===== src/design/iaenc_pkg.sv =====
// ----------------------------------------------------------------------------
// iaenc_pkg
// Shared types, constants and lookup tables of the IMA ADPCM block encoder.
// ----------------------------------------------------------------------------
`default_nettype none

package iaenc_pkg;

  localparam int unsigned QDEPTH   = 2;
  localparam int unsigned QPTR_W   = 1;
  localparam int unsigned QCNT_W   = 2;
  localparam int unsigned HDR_LEN  = 4;

  localparam logic [6:0] IDX_MAX   = 7'd88;
  localparam logic signed [17:0] PRED_MAX = 18'sd32767;
  localparam logic signed [17:0] PRED_MIN = -18'sd32768;

  typedef struct packed {
    logic signed [15:0] sample_even;
    logic signed [15:0] sample_odd;
    logic               first_of_block;
    logic               last_pair;
  } pair_t;

  typedef struct packed {
    logic [3:0]         code;
    logic signed [15:0] pred;
    logic [6:0]         idx;
  } step_res_t;

  typedef enum logic [2:0] {
    ST_LO  = 3'b001,
    ST_HI  = 3'b010,
    ST_HDR = 3'b100
  } back_state_e;

  function automatic logic [14:0] step_size(input logic [6:0] idx);
    logic [14:0] s;
    case (idx)
      7'd0:  s = 15'd7;     7'd1:  s = 15'd8;     7'd2:  s = 15'd9;
      7'd3:  s = 15'd10;    7'd4:  s = 15'd11;    7'd5:  s = 15'd12;
      7'd6:  s = 15'd13;    7'd7:  s = 15'd14;    7'd8:  s = 15'd16;
      7'd9:  s = 15'd17;    7'd10: s = 15'd19;    7'd11: s = 15'd21;
      7'd12: s = 15'd23;    7'd13: s = 15'd25;    7'd14: s = 15'd28;
      7'd15: s = 15'd31;    7'd16: s = 15'd34;    7'd17: s = 15'd37;
      7'd18: s = 15'd41;    7'd19: s = 15'd45;    7'd20: s = 15'd50;
      7'd21: s = 15'd55;    7'd22: s = 15'd60;    7'd23: s = 15'd66;
      7'd24: s = 15'd73;    7'd25: s = 15'd80;    7'd26: s = 15'd88;
      7'd27: s = 15'd97;    7'd28: s = 15'd107;   7'd29: s = 15'd118;
      7'd30: s = 15'd130;   7'd31: s = 15'd143;   7'd32: s = 15'd157;
      7'd33: s = 15'd173;   7'd34: s = 15'd190;   7'd35: s = 15'd209;
      7'd36: s = 15'd230;   7'd37: s = 15'd253;   7'd38: s = 15'd279;
      7'd39: s = 15'd307;   7'd40: s = 15'd337;   7'd41: s = 15'd371;
      7'd42: s = 15'd408;   7'd43: s = 15'd449;   7'd44: s = 15'd494;
      7'd45: s = 15'd544;   7'd46: s = 15'd598;   7'd47: s = 15'd658;
      7'd48: s = 15'd724;   7'd49: s = 15'd796;   7'd50: s = 15'd876;
      7'd51: s = 15'd963;   7'd52: s = 15'd1060;  7'd53: s = 15'd1166;
      7'd54: s = 15'd1282;  7'd55: s = 15'd1411;  7'd56: s = 15'd1552;
      7'd57: s = 15'd1707;  7'd58: s = 15'd1878;  7'd59: s = 15'd2066;
      7'd60: s = 15'd2272;  7'd61: s = 15'd2499;  7'd62: s = 15'd2749;
      7'd63: s = 15'd3024;  7'd64: s = 15'd3327;  7'd65: s = 15'd3660;
      7'd66: s = 15'd4026;  7'd67: s = 15'd4428;  7'd68: s = 15'd4871;
      7'd69: s = 15'd5358;  7'd70: s = 15'd5894;  7'd71: s = 15'd6484;
      7'd72: s = 15'd7132;  7'd73: s = 15'd7845;  7'd74: s = 15'd8630;
      7'd75: s = 15'd9493;  7'd76: s = 15'd10442; 7'd77: s = 15'd11487;
      7'd78: s = 15'd12635; 7'd79: s = 15'd13899; 7'd80: s = 15'd15289;
      7'd81: s = 15'd16818; 7'd82: s = 15'd18500; 7'd83: s = 15'd20350;
      7'd84: s = 15'd22385; 7'd85: s = 15'd24623; 7'd86: s = 15'd27086;
      7'd87: s = 15'd29794;
      default: s = 15'd32767;
    endcase
    return s;
  endfunction

  // magnitude bits of the code pick the index change; sign bit does not matter
  function automatic logic signed [4:0] idx_adjust(input logic [2:0] mag);
    logic signed [4:0] a;
    case (mag)
      3'd4:    a = 5'sd2;
      3'd5:    a = 5'sd4;
      3'd6:    a = 5'sd6;
      3'd7:    a = 5'sd8;
      default: a = -5'sd1;
    endcase
    return a;
  endfunction

endpackage

`default_nettype wire


===== src/design/iaenc_front.sv =====
// ----------------------------------------------------------------------------
// iaenc_front
// Input side: takes sample pairs and holds them in a short queue for the
// coding back end.
// ----------------------------------------------------------------------------
`default_nettype none

module iaenc_front
  import iaenc_pkg::*;
(
  input  wire logic               clk_i,
  input  wire logic               rst_ni,
  input  wire logic               in_valid_i,
  output logic                    in_stall_o,
  input  wire pair_t              in_pair_i,
  output logic                    q_valid_o,
  output pair_t                   q_pair_o,
  input  wire logic               q_pop_i
);

  pair_t              mem_q [QDEPTH];
  logic [QPTR_W-1:0]  wr_ptr_q, wr_ptr_d;
  logic [QPTR_W-1:0]  rd_ptr_q, rd_ptr_d;
  logic [QCNT_W-1:0]  cnt_q, cnt_d;
  logic               push, pop;

  assign in_stall_o = (cnt_q == QCNT_W'(QDEPTH));
  assign q_valid_o  = (cnt_q != '0);
  assign q_pair_o   = mem_q[rd_ptr_q];

  assign push = in_valid_i && !in_stall_o;
  assign pop  = q_pop_i && q_valid_o;

  always_comb begin
    wr_ptr_d = wr_ptr_q;
    rd_ptr_d = rd_ptr_q;
    cnt_d    = cnt_q;
    if (push) begin
      wr_ptr_d = (wr_ptr_q == QPTR_W'(QDEPTH - 1)) ? '0 : wr_ptr_q + 1'b1;
    end
    if (pop) begin
      rd_ptr_d = (rd_ptr_q == QPTR_W'(QDEPTH - 1)) ? '0 : rd_ptr_q + 1'b1;
    end
    if (push && !pop) begin
      cnt_d = cnt_q + 1'b1;
    end else if (pop && !push) begin
      cnt_d = cnt_q - 1'b1;
    end
  end

  always_ff @(posedge clk_i or negedge rst_ni) begin
    if (!rst_ni) begin
      wr_ptr_q <= '0;
      rd_ptr_q <= '0;
      cnt_q    <= '0;
    end else begin
      wr_ptr_q <= wr_ptr_d;
      rd_ptr_q <= rd_ptr_d;
      cnt_q    <= cnt_d;
    end
  end

  always_ff @(posedge clk_i) begin
    if (push) begin
      mem_q[wr_ptr_q] <= in_pair_i;
    end
  end

endmodule

`default_nettype wire


===== src/design/iaenc_step.sv =====
// ----------------------------------------------------------------------------
// iaenc_step
// One IMA ADPCM coding step: quantize a sample against the predictor and
// produce the code, the saturated predictor and the clamped step index.
// ----------------------------------------------------------------------------
`default_nettype none

module iaenc_step
  import iaenc_pkg::*;
(
  input  wire logic signed [15:0] smp_i,
  input  wire logic signed [15:0] pred_i,
  input  wire logic [6:0]         idx_i,
  output step_res_t               res_o
);

  logic [6:0]         idx_c;
  logic [14:0]        step;
  logic signed [16:0] diff;
  logic               neg;
  logic [16:0]        mag, m1, m2;
  logic               b2, b1, b0;
  logic [16:0]        dq;
  logic signed [17:0] np;
  logic signed [7:0]  ni;

  always_comb begin
    idx_c = (idx_i > IDX_MAX) ? IDX_MAX : idx_i;
    step  = step_size(idx_c);
    diff  = {smp_i[15], smp_i} - {pred_i[15], pred_i};
    neg   = diff[16];
    mag   = neg ? 17'(-diff) : 17'(diff);

    b2 = (mag >= {2'b00, step});
    m1 = b2 ? mag - {2'b00, step} : mag;
    b1 = (m1 >= {3'b000, step[14:1]});
    m2 = b1 ? m1 - {3'b000, step[14:1]} : m1;
    b0 = (m2 >= {4'b0000, step[14:2]});

    dq = {5'd0, step[14:3]}
       + (b2 ? {2'b00, step} : 17'd0)
       + (b1 ? {3'b000, step[14:1]} : 17'd0)
       + (b0 ? {4'b0000, step[14:2]} : 17'd0);

    np = neg ? {{2{pred_i[15]}}, pred_i} - $signed({1'b0, dq})
             : {{2{pred_i[15]}}, pred_i} + $signed({1'b0, dq});

    ni = $signed({1'b0, idx_c}) + 8'(idx_adjust({b2, b1, b0}));

    res_o.code = {neg, b2, b1, b0};
    if (np > PRED_MAX) begin
      res_o.pred = 16'sh7FFF;
    end else if (np < PRED_MIN) begin
      res_o.pred = 16'sh8000;
    end else begin
      res_o.pred = np[15:0];
    end
    if (ni < 0) begin
      res_o.idx = '0;
    end else if (ni > $signed({1'b0, IDX_MAX})) begin
      res_o.idx = IDX_MAX;
    end else begin
      res_o.idx = ni[6:0];
    end
  end

endmodule

`default_nettype wire


===== src/design/iaenc_back.sv =====
// ----------------------------------------------------------------------------
// iaenc_back
// Coding back end: emits the block header, codes both samples of a pair one
// step per cycle unless stalled and packs the codes into the output register.
// ----------------------------------------------------------------------------
`default_nettype none

module iaenc_back
  import iaenc_pkg::*;
(
  input  wire logic  clk_i,
  input  wire logic  rst_ni,
  input  wire logic  q_valid_i,
  input  wire pair_t q_pair_i,
  output logic       q_pop_o,
  output logic       out_valid_o,
  input  wire logic  out_stall_i,
  output logic [7:0] out_byte_o,
  output logic       last_of_run_o,
  output logic       end_of_block_o
);

  back_state_e        state_q, state_d;
  logic [1:0]         hdr_cnt_q, hdr_cnt_d;
  logic               hdr_done_q, hdr_done_d;
  logic signed [15:0] pred_q, pred_d;
  logic [6:0]         idx_q, idx_d;
  logic [3:0]         lo_code_q, lo_code_d;

  logic               out_valid_q, out_valid_d;
  logic [7:0]         out_byte_q, out_byte_d;
  logic               last_q, last_d;
  logic               eob_q, eob_d;

  logic               out_free, emit;
  logic signed [15:0] st_smp, st_pred;
  step_res_t          st_res;
  logic [15:0]        hdr_pred;

  assign out_free = !out_valid_q || !out_stall_i;
  assign hdr_pred = q_pair_i.sample_even;

  always_comb begin
    st_smp  = q_pair_i.sample_even;
    st_pred = pred_q;
    if (state_q == ST_HI) begin
      st_smp = q_pair_i.sample_odd;
    end else if (q_pair_i.first_of_block) begin
      st_pred = q_pair_i.sample_even;
    end
  end

  iaenc_step u_step (
    .smp_i  (st_smp),
    .pred_i (st_pred),
    .idx_i  (idx_q),
    .res_o  (st_res)
  );

  always_comb begin
    state_d    = state_q;
    hdr_cnt_d  = hdr_cnt_q;
    hdr_done_d = hdr_done_q;
    pred_d     = pred_q;
    idx_d      = idx_q;
    lo_code_d  = lo_code_q;
    emit       = 1'b0;
    out_byte_d = out_byte_q;
    last_d     = last_q;
    eob_d      = eob_q;
    q_pop_o    = 1'b0;

    case (state_q)
      ST_LO: begin
        if (q_valid_i) begin
          if (q_pair_i.first_of_block && !hdr_done_q) begin
            hdr_cnt_d = '0;
            state_d   = ST_HDR;
          end else begin
            pred_d    = st_res.pred;
            idx_d     = st_res.idx;
            lo_code_d = st_res.code;
            state_d   = ST_HI;
          end
        end
      end
      ST_HDR: begin
        if (out_free) begin
          emit   = 1'b1;
          last_d = 1'b0;
          eob_d  = 1'b0;
          case (hdr_cnt_q)
            2'd0:    out_byte_d = hdr_pred[7:0];
            2'd1:    out_byte_d = hdr_pred[15:8];
            2'd2:    out_byte_d = {1'b0, idx_q};
            default: out_byte_d = 8'h00;
          endcase
          hdr_cnt_d = hdr_cnt_q + 1'b1;
          if (hdr_cnt_q == 2'(HDR_LEN - 1)) begin
            hdr_done_d = 1'b1;
            state_d    = ST_LO;
          end
        end
      end
      ST_HI: begin
        if (out_free) begin
          emit       = 1'b1;
          out_byte_d = {st_res.code, lo_code_q};
          last_d     = 1'b1;
          eob_d      = q_pair_i.last_pair;
          pred_d     = st_res.pred;
          idx_d      = st_res.idx;
          hdr_done_d = 1'b0;
          q_pop_o    = 1'b1;
          state_d    = ST_LO;
        end
      end
      default: begin
        state_d = ST_LO;
      end
    endcase

    out_valid_d = emit ? 1'b1 : (out_valid_q && out_stall_i);
  end

  always_ff @(posedge clk_i or negedge rst_ni) begin
    if (!rst_ni) begin
      state_q     <= ST_LO;
      hdr_cnt_q   <= '0;
      hdr_done_q  <= 1'b0;
      pred_q      <= '0;
      idx_q       <= '0;
      out_valid_q <= 1'b0;
    end else begin
      state_q     <= state_d;
      hdr_cnt_q   <= hdr_cnt_d;
      hdr_done_q  <= hdr_done_d;
      pred_q      <= pred_d;
      idx_q       <= idx_d;
      out_valid_q <= out_valid_d;
    end
  end

  always_ff @(posedge clk_i) begin
    lo_code_q  <= lo_code_d;
    out_byte_q <= out_byte_d;
    last_q     <= last_d;
    eob_q      <= eob_d;
  end

  assign out_valid_o    = out_valid_q;
  assign out_byte_o     = out_byte_q;
  assign last_of_run_o  = last_q;
  assign end_of_block_o = eob_q;

endmodule

`default_nettype wire


===== src/design/ima_adpcm_block_encoder.sv =====
// ----------------------------------------------------------------------------
// ima_adpcm_block_encoder
// IMA ADPCM encoder: sample pairs in, packed 4-bit code bytes out, with a
// four-byte header at each block start.
// ----------------------------------------------------------------------------
// Ordering: a pair's packed byte is registered when its odd sample is coded,
//   after a setup state and the 4 header bytes for a block-start pair.
// Sharing: both samples go through the one shared coding step, used once per
//   sample; the back end codes one pair at a time and pops it once packed.
// Reset: predictor and step index clear to 0, queue and output register empty.
// ----------------------------------------------------------------------------
`default_nettype none

module ima_adpcm_block_encoder
  import iaenc_pkg::*;
(
  input  wire logic        clk_i,
  input  wire logic        rst_ni,
  input  wire logic        in_valid_i,
  output logic             in_stall_o,
  input  wire logic [15:0] sample_even_i,
  input  wire logic [15:0] sample_odd_i,
  input  wire logic        first_of_block_i,
  input  wire logic        last_pair_i,
  output logic             out_valid_o,
  input  wire logic        out_stall_i,
  output logic [7:0]       out_byte_o,
  output logic             last_of_run_o,
  output logic             end_of_block_o
);

  pair_t in_pair, q_pair;
  logic  q_valid, q_pop;

  assign in_pair.sample_even    = sample_even_i;
  assign in_pair.sample_odd     = sample_odd_i;
  assign in_pair.first_of_block = first_of_block_i;
  assign in_pair.last_pair      = last_pair_i;

  iaenc_front u_front (
    .clk_i      (clk_i),
    .rst_ni     (rst_ni),
    .in_valid_i (in_valid_i),
    .in_stall_o (in_stall_o),
    .in_pair_i  (in_pair),
    .q_valid_o  (q_valid),
    .q_pair_o   (q_pair),
    .q_pop_i    (q_pop)
  );

  iaenc_back u_back (
    .clk_i          (clk_i),
    .rst_ni         (rst_ni),
    .q_valid_i      (q_valid),
    .q_pair_i       (q_pair),
    .q_pop_o        (q_pop),
    .out_valid_o    (out_valid_o),
    .out_stall_i    (out_stall_i),
    .out_byte_o     (out_byte_o),
    .last_of_run_o  (last_of_run_o),
    .end_of_block_o (end_of_block_o)
  );

endmodule

`default_nettype wire

===== config.mk =====
export PLATFORM = sky130hd
export DESIGN_NAME = ima_adpcm_block_encoder
export DESIGN_NICKNAME = d
export VERILOG_FILES = /design/src/design/iaenc_pkg.sv /design/src/design/iaenc_front.sv /design/src/design/iaenc_step.sv /design/src/design/iaenc_back.sv /design/src/design/ima_adpcm_block_encoder.sv
export SDC_FILE = /design/constraint.sdc
export NUM_CORES = 1
export LEC_CHECK = 0
export BUFFER_PORTS_ARGS = -buffer_cell sky130_fd_sc_hd__clkbuf_2
export CAP_MARGIN = 20
export CORE_ASPECT_RATIO = 0.9
export CORE_MARGIN = 4
export CORE_UTILIZATION = 35
export CTS_CLUSTER_SIZE = 16
export DETAILED_ROUTE_END_ITERATION = 6
export HOLD_SLACK_MARGIN = 0.02
export PLACE_DENSITY = 0.53
export SLEW_MARGIN = 20
export SYNTH_ARGS = -nofsm -noshare
export SYNTH_HDL_FRONTEND = slang
export SYNTH_SLANG_ARGS = --single-unit

===== constraint.sdc =====
create_clock -name clk_i -period 16.49 [get_ports clk_i]
set_input_delay 1.649 -clock clk_i [delete_from_list [all_inputs] [get_ports clk_i]]
set_output_delay 1.649 -clock clk_i [all_outputs]
set_load 0.1 [all_outputs]

==> impl_metrics.py <==
metrics = {
    "timing": {
        "finalMaxSlewViolations": 0,
        "report.final.setup_viol": 0,
        "max_freq_ghz": 0.0646,
        "final.min_clock_period_ns": 15.47,
        "tightest_slew_ns": 0.980,
        "hold_slack_ns": 0.485,
        "final.setup_skew_ns": 0.00950,
        "final_min_period_over_clock_period": 0.938,
        "worst_slew_margin_rel": 0.344,
        "hold_violations": 0,
    },
    "global_route": {
        "grt_pass1_wl_um": 66700,
        "grt_remaining_overflow": 0,
        "grt_max_degree": 44,
        "global_route.usage.total": 0.206,
        "grt_pass1_vias": 12200,
        "antenna_found_initial": 0,
    },
    "yosys": {
        "syn-cell-area_um2": 13100,
        "post_synth_main_area_contributors": "sky130_fd_sc_hd__edfxtp_1 (19%), sky130_fd_sc_hd__ha_1 (12%), sky130_fd_sc_hd__dfrtp_1 (6.3%), sky130_fd_sc_hd__fa_1 (4.9%), sky130_fd_sc_hd__o21ai_0 (4.2%)",
        "postSynthCellCount": 1508,
        "synth_enable_flop_cells": 82,
        "netlist_top_cells_count": "sky130_fd_sc_hd__nor2_1 (137), sky130_fd_sc_hd__ha_1 (130), sky130_fd_sc_hd__nand2_1 (127), sky130_fd_sc_hd__inv_1 (114), sky130_fd_sc_hd__o21ai_0 (110)",
        "synth.net_count": 1708,
        "synthFlopType": "sky130_fd_sc_hd__edfxtp_1",
        "synth_most_common_cell": "sky130_fd_sc_hd__nor2_1",
        "syn_avg_cell_area_um2": 8.69,
        "synth-seq-area-share": 0.253,
        "synth_top_area_share": 0.188,
        "unique_masters_post_synth": 95,
        "synth-seq-cells": 116,
        "synthArstFlopShare": 0.293,
        "post_synth_top_area_cell": "sky130_fd_sc_hd__edfxtp_1",
        "synthesis.yosys.warnings": 0,
    },
    "worst_setup_path": {
        "cp-startpoint": "u_back.state_q[0]",
        "reg2reg_setup_slack_ns": 1.02,
        "startpoint_type": "flop",
        "worst_r2r_path_depth": 81,
        "cp_data_arrival_time_ns": 15.78,
        "ff_to_ff_end": "u_back.pred_q[13]",
        "critical_path_cell_count": 81,
        "cp_top_family": "compound AO/OA/AOI/OAI gates",
        "cp_data_required_time_ns": 16.80,
        "critical_path_endpoint": "u_back.pred_q[13]",
        "worst_r2r_startpoint": "u_back.state_q[0]",
        "critical-path-top-cell-by-count": "sky130_fd_sc_hd__buf_4",
        "critPathBufInv": 13,
        "critPathKind": "reg2reg",
        "worst_path_slowest_cell": "sky130_fd_sc_hd__dfstp_2",
        "critPathCaptureType": "flop",
        "timing.critical_path.fanout_max": 8,
        "critPathMaxStageDelay_ns": 0.52,
    },
    "floorplan": {
        "fp-row-count": 66,
        "initial_utilization": 0.358,
        "die-height_um": 192,
        "fp.coreArea_um2": 36600,
        "die_x_um": 212,
        "total_die_area_um2": 40600,
        "boundaryPins": 50,
    },
    "routing": {
        "routed_via_density": 5.37,
        "detail_route.wl_per_cell_um": 18.1,
        "highest-signal-layer": "met4",
        "routed-wl-met2_um": 18800,
        "firstDrtPassIters": 7,
        "antenna_left": 0,
        "initialDrtViolationCount": 1067,
        "remaining_drc_errors": 0,
        "route.layer.met1.wl_um": 20300,
        "num_vias": 12400,
        "detailroute.wirelength.met3_um": 2440,
        "finalWirelength_um": 41900,
    },
    "cells_and_area": {
        "drive_above_1_share": 0.286,
        "num-nets-final": 2025,
        "area_delta_synth_final_pct": 30.0,
        "antenna_cells_inserted": 0,
    },
    "clock_tree": {
        "level_count_of_the_clock_h_tree": 4,
        "clock_tree.root_cell": "sky130_fd_sc_hd__clkbuf_16",
        "cts_max_path_buffers": 2,
        "clk_pin_slew_worst_paths_ns": 0.06,
        "cts-buffers-inserted": 17,
        "insertion_delay_ns": 0.42,
        "cts_tree": "yes",
        "cts_sinks": 116,
    },
    "place": {
        "globalplace.congestion": 0.935,
        "port-buffer-count": 49,
        "hpwl_um": 33400,
    },
    "job": {
        "maxCapViolCount": 0,
    },
    "hold_path": {
        "hold_class": "reg2reg",
    },
    "status": {
        "run_status": "completed",
    },
}
logic make-up (layout without fill, tap and decap cells):
logic type,Yosys count,count (layout),share of synthesized area
multiplexers,70,70,0.0658
buffers and inverters,180,510,0.0537
AO/OA/AOI/OAI,436,436,0.224
XOR/XNOR,92,92,0.0620
adder cells (fa/ha/maj),162,162,0.173
AND/OR/NAND/NOR,452,452,0.169
flip-flops,116,116,0.253
cell usage in the layout, fill, tap and decap left out, types with 7 or more instances in the layout:
master,count
sky130_fd_sc_hd__ha_1,126
sky130_fd_sc_hd__nor3b_1,7
sky130_fd_sc_hd__a21oi_1,98
sky130_fd_sc_hd__dfrtp_1,32
sky130_fd_sc_hd__mux4_2,10
sky130_fd_sc_hd__o21ai_1,13
sky130_fd_sc_hd__nand4_1,8
sky130_fd_sc_hd__mux2i_1,33
sky130_fd_sc_hd__o21bai_1,8
sky130_fd_sc_hd__xor2_1,34
sky130_fd_sc_hd__and2_1,12
sky130_fd_sc_hd__buf_4,301
sky130_fd_sc_hd__nand2_1,126
sky130_fd_sc_hd__o211ai_1,13
sky130_fd_sc_hd__o21a_1,11
sky130_fd_sc_hd__o22ai_1,8
sky130_fd_sc_hd__edfxtp_1,82
sky130_fd_sc_hd__or3_1,9
sky130_fd_sc_hd__fa_1,31
sky130_fd_sc_hd__o31ai_1,16
sky130_fd_sc_hd__a31oi_1,15
sky130_fd_sc_hd__a21o_1,23
sky130_fd_sc_hd__a222oi_1,7
sky130_fd_sc_hd__mux2_2,24
sky130_fd_sc_hd__clkbuf_2,49
sky130_fd_sc_hd__a211oi_1,18
sky130_fd_sc_hd__o21ai_0,96
sky130_fd_sc_hd__and3_1,7
sky130_fd_sc_hd__nand3_1,19
sky130_fd_sc_hd__a221o_1,12
sky130_fd_sc_hd__nor2_4,11
sky130_fd_sc_hd__xnor2_1,53
sky130_fd_sc_hd__clkbuf_16,18
sky130_fd_sc_hd__a21oi_2,12
sky130_fd_sc_hd__nor2b_1,18
sky130_fd_sc_hd__nand2b_1,18
sky130_fd_sc_hd__inv_1,114
sky130_fd_sc_hd__nor3_1,29
sky130_fd_sc_hd__nor2_1,131
worst min-delay path, delay by kind of cell, from the launching register on:
family	cells	cell delay, ns
flip-flops	1	0.34
AND/OR/NAND/NOR	1	0.05
AO/OA/AOI/OAI	1	0.06
sequential cells by signal, indices dropped and copies added, names as in the netlist:
register and cells:
u_back.lo_code_q 4, u_back.state_q 3, u_front.wr_ptr_q 1, u_front.rd_ptr_q 1, u_back.out_byte_o 8, u_back.last_of_run_o 1, u_back.end_of_block_o 1, u_front.cnt_q 2
u_back.idx_q 7, u_front.mem_q 68, u_back.out_valid_o 1, u_back.hdr_cnt_q 2, u_back.hdr_done_q 1, u_back.pred_q 16
per-stage QoR:
step / utilization / setup WS (ns) / TNS [ns] / area (um^2) / instances
global placement: 0.436 / -0.327 / -3.57 / 16000 / 2268
global route: 0.466 / -0.0127 / -0.0212 / 17000 / 2314
floorplan: - / 0.0339 / 0 / 13100 / 1508
finish: 0.466 / 1.02 / 0 / 17000 / 2314
detailed placement: 0.436 / -0.219 / -2.34 / 16000 / 2268
CTS: 0.454 / 0.0351 / 0 / 16600 / 2302
final cells by class:
class	instances	area, um^2
clock inverters	10	131
repair buffers	361	2660
inverters	117	439
fillers	3490	19500
multi-input cells	1212	9440
well taps	476	596
flip-flops and latches	116	3320
clock buffers	22	454
worst min-delay path by stage:
| stage | from | to | slack, ns | depth (start not counted) |
|---|---|---|---|---|
| 5_1_grt | u_back.pred_q[0] | u_back.pred_q[0] | 0.51 | 2 |
| 6_report | u_back.pred_q[12] | u_back.pred_q[12] | 0.49 | 2 |
| 3_5_place_dp | u_back.pred_q[0] | u_back.pred_q[0] | 0.47 | 2 |
| 4_1_cts | u_back.pred_q[0] | u_back.pred_q[0] | 0.48 | 2 |
| 2_1_floorplan | u_back.pred_q[0] | u_back.pred_q[0] | 0.45 | 2 |
| 3_3_place_gp | u_back.pred_q[12] | u_back.pred_q[12] | 0.47 | 2 |
metal layers:
| layer | GRT usage | up-vias |
|---|---|---|
| li1 | - | 6129 |
| met1 | 0.305 | 5913 |
| met2 | 0.324 | 345 |
| met3 | 0.0296 | 29 |
| met4 | 0.0369 | 0 |
| met5 | 0 | - |
what timing repair did:
action,in CTS,in global routing
pin swaps,1,31
endpoints found under the setup margin,15,16
hold buffers,0,0
buffers inserted,2,10
gates resized for setup,5,82
cloned,0,2
Power is left out: the tool's default activity adds up to more than one toggle a clock period on the data nets, which glitch-free logic cannot reach.
